## src/rtl/pett_pkg.sv

```systemverilog
// ----------------------------------------------------------------------------
// pett_pkg: shared types and constants for the peer endpoint table
// Action codes, the stored entry layout and fixed field widths.
// ----------------------------------------------------------------------------
`default_nettype none

package pett_pkg;

    // Field widths fixed by the item format
    localparam int IP_W      = 32;
    localparam int PORT_W    = 16;
    localparam int SLOT_W    = 3;
    localparam int TIME_W    = 64;
    localparam int TMO_W     = 63;
    localparam int NODE_W    = 3;
    localparam int S_TDATA_W = 120;
    localparam int M_TDATA_W = 8;

    // Timeout after reset: five seconds in nanoseconds
    localparam logic [TMO_W-1:0] TIMEOUT_RESET = 63'd5000000000;

    typedef enum logic [1:0] {
        ACT_ARRIVE = 2'd0,
        ACT_CLOSE  = 2'd1,
        ACT_POLL   = 2'd2,
        ACT_ABORT  = 2'd3
    } act_t;

    // One stored peer entry; the live bit is kept apart in flip-flops
    typedef struct packed {
        logic [TIME_W-1:0] last_seen;
        logic [PORT_W-1:0] port;
        logic [IP_W-1:0]   ip;
    } entry_t;

endpackage

`default_nettype wire

```

## src/rtl/peer_endpoint_table_with_timeout.sv

```systemverilog
// ----------------------------------------------------------------------------
// peer_endpoint_table_with_timeout
// Table of peer endpoints (address, port, last-seen time) with lookup,
// allocation, close by index, aging poll and abort.
// ----------------------------------------------------------------------------
//
//  channel   direction  handshake              payload
//  s_axis    in         s_axis_tvalid/tready   tuser: action, tdata: peer item
//  m_axis    out        m_axis_tvalid/tready   tuser: node_found, tdata: node_out
//  cfg       in         cfg_valid/cfg_ready    cfg_data: timeout_ns
//
// Close goes straight from idle to emitting its result; arrive, poll and abort
// first walk through the entry memory, one entry per cycle on its single read
// port. A hit ends the walk early: a match, or an expired entry for poll.
// Reset clears the live bits and loads the five-second timeout; the entry
// memory needs no clearing pass. A result waits in the output register while
// m_axis stalls; the next transaction is accepted once the previous result
// has been loaded.
// ----------------------------------------------------------------------------
`default_nettype none

module peer_endpoint_table_with_timeout
    import pett_pkg::*;
#(
    parameter int NODES = 8
) (
    input  wire                   aclk,
    input  wire                   aresetn,
    // input transactions
    input  wire                   s_axis_tvalid,
    output logic                  s_axis_tready,
    // [31:0] peer_ip, [47:32] peer_port, [50:48] slot_index, [114:51] now_ns,
    // [119:115] zero
    input  wire [S_TDATA_W-1:0]   s_axis_tdata,
    // [1:0] action
    input  wire [1:0]             s_axis_tuser,
    // result transactions
    output logic                  m_axis_tvalid,
    input  wire                   m_axis_tready,
    // [2:0] node_out, [7:3] zero
    output logic [M_TDATA_W-1:0]  m_axis_tdata,
    // [0] node_found
    output logic                  m_axis_tuser,
    // configuration write
    input  wire                   cfg_valid,
    output logic                  cfg_ready,
    input  wire [TMO_W-1:0]       cfg_data
);

    localparam int IDXW = $clog2(NODES);

    typedef enum logic [2:0] {
        ST_IDLE = 3'b001,
        ST_SCAN = 3'b010,
        ST_EMIT = 3'b100
    } state_t;

    state_t            state_reg, state_next;
    logic [IDXW-1:0]   chk_idx_reg, chk_idx_next;
    logic [NODES-1:0]  live_reg, live_next;
    logic [TMO_W-1:0]  timeout_reg;
    logic              pend_found_reg, pend_found_next;
    logic [NODE_W-1:0] pend_node_reg, pend_node_next;
    logic              m_valid_reg, m_valid_next;
    logic              m_found_reg;
    logic [NODE_W-1:0] m_node_reg;

    // latched item
    act_t              act_reg;
    logic [IP_W-1:0]   ip_reg;
    logic [PORT_W-1:0] port_reg;
    logic [TIME_W-1:0] now_reg;

    // entry memory
    entry_t            mem [NODES];
    entry_t            rd_data_reg;
    logic              mem_re;
    logic [IDXW-1:0]   mem_raddr;
    logic              mem_we;
    logic [IDXW-1:0]   mem_waddr;
    entry_t            mem_wdata;

    // input unpacking
    act_t              s_act;
    logic [SLOT_W-1:0] s_slot;
    logic              s_accept;

    // scan decision
    logic              cur_live;
    logic              cur_match;
    logic              cur_expired;
    logic [TIME_W-1:0] cur_age;
    logic              is_poll;
    logic              hit;
    logic              last;
    logic              free_any;
    logic [IDXW-1:0]   free_idx;
    logic              pick_ok;
    logic [IDXW-1:0]   pick_idx;
    logic [IDXW+2:0]   pick_wide;

    assign s_act    = act_t'(s_axis_tuser);
    assign s_slot   = s_axis_tdata[50:48];
    assign s_accept = s_axis_tvalid && s_axis_tready;

    assign s_axis_tready = (state_reg == ST_IDLE);
    assign cfg_ready     = 1'b1;
    assign m_axis_tvalid = m_valid_reg;
    assign m_axis_tuser  = m_found_reg;
    assign m_axis_tdata  = {{(M_TDATA_W-NODE_W){1'b0}}, m_node_reg};

    // Latch the item on acceptance
    always_ff @(posedge aclk) begin
        if (s_accept) begin
            act_reg  <= s_act;
            ip_reg   <= s_axis_tdata[31:0];
            port_reg <= s_axis_tdata[47:32];
            now_reg  <= s_axis_tdata[114:51];
        end
    end

    // Entry memory: one write and one registered read per cycle
    always_ff @(posedge aclk) begin
        if (mem_we) begin
            mem[mem_waddr] <= mem_wdata;
        end
        if (mem_re) begin
            rd_data_reg <= mem[mem_raddr];
        end
    end

    // Lowest free entry
    always_comb begin
        free_any = 1'b0;
        free_idx = '0;
        for (int i = NODES - 1; i >= 0; i--) begin
            if (!live_reg[i]) begin
                free_any = 1'b1;
                free_idx = IDXW'(i);
            end
        end
    end

    // Evaluate the entry read in the previous cycle
    always_comb begin
        cur_live    = live_reg[chk_idx_reg];
        cur_match   = cur_live && (rd_data_reg.ip == ip_reg)
                      && (rd_data_reg.port == port_reg);
        cur_age     = now_reg - rd_data_reg.last_seen;
        cur_expired = cur_live && (cur_age > {1'b0, timeout_reg});
        is_poll     = (act_reg == ACT_POLL);
        hit         = is_poll ? cur_expired : cur_match;
        last        = (chk_idx_reg == IDXW'(NODES - 1));
        pick_ok     = hit || (!is_poll && free_any);
        pick_idx    = hit ? chk_idx_reg : free_idx;
        pick_wide   = (IDXW+3)'(pick_idx);
    end

    // Control: accept, scan, write back, emit
    always_comb begin
        state_next      = state_reg;
        chk_idx_next    = chk_idx_reg;
        live_next       = live_reg;
        pend_found_next = pend_found_reg;
        pend_node_next  = pend_node_reg;
        m_valid_next    = m_valid_reg;
        mem_re          = 1'b0;
        mem_raddr       = '0;
        mem_we          = 1'b0;
        mem_waddr       = pick_idx;
        mem_wdata.ip        = ip_reg;
        mem_wdata.port      = port_reg;
        mem_wdata.last_seen = now_reg;

        // drop the result once taken
        if (m_valid_reg && m_axis_tready) begin
            m_valid_next = 1'b0;
        end

        case (state_reg)
            ST_IDLE: begin
                if (s_accept) begin
                    if (s_act == ACT_CLOSE) begin
                        for (int i = 0; i < NODES; i++) begin
                            if (int'(s_slot) == i) begin
                                live_next[i] = 1'b0;
                            end
                        end
                        pend_found_next = 1'b0;
                        pend_node_next  = '0;
                        state_next      = ST_EMIT;
                    end else begin
                        mem_re       = 1'b1;
                        mem_raddr    = '0;
                        chk_idx_next = '0;
                        state_next   = ST_SCAN;
                    end
                end
            end
            ST_SCAN: begin
                if (hit || last) begin
                    pend_found_next = pick_ok;
                    pend_node_next  = pick_ok ? pick_wide[NODE_W-1:0] : '0;
                    if (pick_ok) begin
                        if (is_poll) begin
                            live_next[pick_idx] = 1'b0;
                        end else begin
                            mem_we              = 1'b1;
                            live_next[pick_idx] = (act_reg == ACT_ARRIVE);
                        end
                    end
                    state_next = ST_EMIT;
                end else begin
                    // advance to the next entry
                    mem_re       = 1'b1;
                    mem_raddr    = chk_idx_reg + IDXW'(1);
                    chk_idx_next = chk_idx_reg + IDXW'(1);
                end
            end
            ST_EMIT: begin
                if (!m_valid_reg || m_axis_tready) begin
                    m_valid_next = 1'b1;
                    state_next   = ST_IDLE;
                end
            end
            default: begin
                state_next = ST_IDLE;
            end
        endcase
    end

    // Control registers
    always_ff @(posedge aclk) begin
        if (!aresetn) begin
            state_reg   <= ST_IDLE;
            chk_idx_reg <= '0;
            live_reg    <= '0;
            m_valid_reg <= 1'b0;
        end else begin
            state_reg   <= state_next;
            chk_idx_reg <= chk_idx_next;
            live_reg    <= live_next;
            m_valid_reg <= m_valid_next;
        end
    end

    // Timeout register
    always_ff @(posedge aclk) begin
        if (!aresetn) begin
            timeout_reg <= TIMEOUT_RESET;
        end else if (cfg_valid && cfg_ready) begin
            timeout_reg <= cfg_data;
        end
    end

    // Result payload
    always_ff @(posedge aclk) begin
        pend_found_reg <= pend_found_next;
        pend_node_reg  <= pend_node_next;
        if (state_reg == ST_EMIT && (!m_valid_reg || m_axis_tready)) begin
            m_found_reg <= pend_found_reg;
            m_node_reg  <= pend_node_reg;
        end
    end

    // ------------------------------------------------------------------------
    // Assertions
    // ------------------------------------------------------------------------
    a_busy_after_accept: assert property (@(posedge aclk) disable iff (!aresetn)
        s_accept |=> !s_axis_tready)
        else $error("transaction accepted while an item was in progress");

    a_emit_holds: assert property (@(posedge aclk) disable iff (!aresetn)
        (state_reg == ST_EMIT) && m_valid_reg && !m_axis_tready
        |=> (state_reg == ST_EMIT))
        else $error("pending result left before output register was free");

    a_close_not_found: assert property (@(posedge aclk) disable iff (!aresetn)
        (state_reg == ST_EMIT) && (act_reg == ACT_CLOSE) |-> !pend_found_reg)
        else $error("close produced a found result");

    a_scan_bound: assert property (@(posedge aclk) disable iff (!aresetn)
        (state_reg == ST_SCAN) |-> (int'(chk_idx_reg) < NODES))
        else $error("scan index beyond table");

endmodule

`default_nettype wire

```

## config.mk

```make
export PLATFORM = sky130hd
export DESIGN_NAME = peer_endpoint_table_with_timeout
export DESIGN_NICKNAME = d
export VERILOG_FILES = /design/src/rtl/pett_pkg.sv /design/src/rtl/peer_endpoint_table_with_timeout.sv
export SDC_FILE = /design/constraint.sdc
export NUM_CORES = 2
export LEC_CHECK = 0
export BUFFER_PORTS_ARGS = -buffer_cell sky130_fd_sc_hd__buf_2
export CAP_MARGIN = 20
export CORE_ASPECT_RATIO = 0.6
export CORE_MARGIN = 10
export CORE_UTILIZATION = 30
export DETAILED_ROUTE_END_ITERATION = 8
export GPL_ROUTABILITY_DRIVEN = 0
export HOLD_SLACK_MARGIN = 0.06
export PLACE_DENSITY = 0.42
export SYNTH_ARGS = -nofsm -noshare
export SYNTH_HDL_FRONTEND = slang
export SYNTH_SLANG_ARGS = --single-unit
export TNS_END_PERCENT = 10
```

## constraint.sdc

```tcl
create_clock -name aclk -period 20.8 [get_ports aclk]
set_clock_uncertainty 0.15 [all_clocks]
set_input_delay 1.04 -clock aclk [delete_from_list [all_inputs] [get_ports aclk]]
set_output_delay 1.04 -clock aclk [all_outputs]
set_load 0.005 [all_outputs]
```

==> summary.txt <==
Run status
  • Status: finished clean

Route
  • Iter 0 DRT Violations: around 2.6k
  • Final wirelength: 156000 µm
  • Wire per inst: ~27 µm
  • Total number of vias: 29.8k
  • Drt pass-1 iters: 5
  • Residual DRC: 0
  • Vias/cell: about 5.1
  • ANT nets after route: 0

Floorplanning
  • IO Count: 202
  • Die area: between 150000 and 200000 µm²
  • Initial Utilization: 30.4%
  • Core region area: 165000 µm²
  • Die H: 336 µm
  • Row count: 115
  • Die Wd: ~550 µm

Final layout
  • Share of cells above drive strength 1: 15.1%
  • Largest register FFs: between 800 and 900
  • Final core occ: 35.0%
  • Filler instances: 15.8k
  • Layout Nets: around 3.9k
  • Area grow syn2layout: 15.2%

Worst setup path
  • Critical path startpoint: now_reg[0]
  • Worst EP required: 21040 ps
  • FF-to-FF path depth: 27
  • Reg2reg setup slack: 9080 ps
  • Critical Path AT: about 12000 ps
  • Crit start category: flip-flop
  • Crit Path Class: reg2reg
  • Worst r2r src: now_reg[0]
  • Critical Path Fanout Max: 50
  • Critical Path End: mem[3][95]
  • Largest stage delay on the critical path: roughly 920 ps
  • Most used cell along the critical path: a21oi_1
  • CP endpoint kind: flip-flop
  • Reg2reg end: mem[3][95]
  • Slowest-stage cell, CP: buf_4

Placed design
  • IO Port Bufs: 190
  • DP Wirelength: between 80000 and 90000 µm

Synthesis
  • Flop and latch count out of synthesis: between 1k and 1.5k
  • Synth Instances: between 3k and 4k
  • Top post-synthesis cells by area: edfxtp_1, ha_1, dfxtp_1
  • Ys async rst share: 0%
  • YS warnings: 0
  • Synth top area share: approximately two thirds
  • Synth Flop Type: edfxtp_1
  • Top cell type by total area after synthesis: edfxtp_1
  • Library cells used by synthesis: 72
  • Sequential fraction of the synthesis area: 70.9%
  • EDFF count, synth: 1130
  • Syn Std Cell Area: 50000 µm²
  • Mean Syn Cell Area: 14.8 µm²

STA
  • Tcrit/Tclk final: between 50 and 60%
  • Fmax: 85.3 MHz
  • Setup violations, final: 0
  • Slew Limit Headroom: 26.6%
  • Setup TNS Final: 0 ps
  • Final-report max-slew violation count: 0
  • Unrepaired setup endpoints after global routing: no
  • Post-route minimum period: 11720 ps
  • Slew @ Worst Pin: between 1000 and 1500 ps
  • Final-report hold violation count: 0

CTS
  • Setup bufs post-CTS: 0
  • Clk pin slew, worst setup/hold paths: 60 ps
  • Quantity of hold-fixing buffers added after cts: 0
  • Post-CTS resize count: 0
  • CTS max path bufs: 3
  • H-tree levels: 3
  • CTS sink cnt: roughly 1.2k
  • Worst skew pair latency: 780 ps
  • Num CTS Buffers: 119
  • Root buf cell: clkbuf_16
  • CTS tree: built

Job
  • Max cap viols: 0

Pwr
  • Pwr/cell area: 103 nW/µm²
  • Pleak: 19.1 nW
  • Max IR drop VDD: 73.3 µV

Global route
  • Pin count of the biggest net entering global routing: 131
  • Initial antenna violation count: 8
  • Number of global-route vias before repair: 29.3k
  • First-pass GRT wire length: roughly 220000 µm
  • GRT Util Overall: 16.3%
  • Overflow after GRT: 0

Worst hold path
  • Min-delay worst type: reg2reg
## report_power, final
group	switching [W]	total [W]	internal, W
sequential	0.000102	0.00289	0.00279
combinational	0.000516	0.000790	0.000274
clock	0.000987	0.00225	0.00126
total	0.00160	0.00593	0.00433
## worst max-delay path: cells and delay by family (launching register included)
kind,cells,cell delay [ps]
adder cells (fa/ha/maj),3,900
buffers and inverters,4,1850
AO/OA/AOI/OAI,14,5500
flip-flops,1,530
XOR/XNOR,1,140
AND/OR/NAND/NOR,5,2160
## area by class of cell
type                    instances  area (µm²)  area share (%)
inverters                     152         581            1.01
clock buffers                 148        3130            5.43
flip-flops and latches       1208       35500            61.6
multi-input cells            1822       13300            23.1
clock inverters                76         923            1.60
repair buffers                236        1370            2.38
diodes                          2        5.00         0.00868
well taps                    2223        2780            4.83
## metrics by stage
stage	power (W)	area (µm²)	cells	hold slack [ps]	worst slack (ps)
after floorplan	0.00340	50100	3375	250	8460
after global placement	0.00373	53600	5640	258	8960
after detailed placement	0.00373	53600	5640	265	8970
after CTS	0.00600	57600	5864	220	8990
after global routing	0.00619	57600	5866	237	8070
final	0.00593	57600	5867	277	9080
## cell usage in the layout (no fill, tap or decap), types with 38 or more instances in the layout
| cell | n |
|---|---|
| edfxtp_1 | 1130 |
| buf_2 | 189 |
| nor2_1 | 180 |
| inv_1 | 149 |
| a31oi_1 | 129 |
| ha_1 | 127 |
| o21a_1 | 123 |
| clkbuf_16 | 119 |
| o221ai_1 | 118 |
| o22ai_1 | 117 |
| mux2_2 | 113 |
| a22oi_1 | 112 |
| nand2_1 | 95 |
| a21oi_1 | 88 |
| dfxtp_1 | 77 |
| nor2b_1 | 68 |
| mux2i_1 | 57 |
| o21ai_0 | 55 |
| xnor2_1 | 55 |
| xor2_1 | 49 |
| buf_4 | 41 |
| nand4_1 | 38 |
## cells by family after synthesis
family	count (synthesis)	share of synthesized area (%)
xor gates and xnor gates	104	1.82
other	2	0.0150
adders and majority gates	129	3.24
muxes	172	3.77
AOI/OAI and AO/OA	888	12.4
buffers and inverters	345	2.73
DFF	1208	70.9
and+or+nand+nor	523	5.09
## cells in the mapped netlist (all sizes together) (46+ instances only)
library cell / n
clkbuf: 147
edfxtp: 1130
a21oi: 91
o221ai: 118
a22oi: 112
nor2: 186
a31oi: 129
buf: 46
o22ai: 117
mux2: 113
o21ai: 58
nor2b: 68
dfxtp: 78
o21a: 123
mux2i: 57
ha: 128
inv: 151
xor2: 49
xnor2: 55
nand2: 96
## worst min path at each step
stage	startpoint	cells after the start	endpoint
final	pend_node_reg[1]	0	m_node_reg[1]
after global routing	s_axis_tdata[73]	1	now_reg[22]
after CTS	s_axis_tdata[73]	1	now_reg[22]
after detailed placement	pend_node_reg[1]	0	m_node_reg[1]
after global placement	pend_found_reg	0	m_axis_tuser
after floorplan	pend_found_reg	0	m_axis_tuser
## metal layers
layer | vias up | wire [µm] | global-route usage [%] | part of all wire (%)
met3 | 190 | 7930 | 2.81 | 5.1
met2 | 736 | 64800 | 23.5 | 42
met5 | - | 9 | 0 | 0.0058
met4 | 2 | 2840 | 3.23 | 1.8
met1 | 15300 | 80000 | 25.5 | 51
li1 | 13600 | - | - | -
No activity file was read; power rests on OpenSTA's default activity.
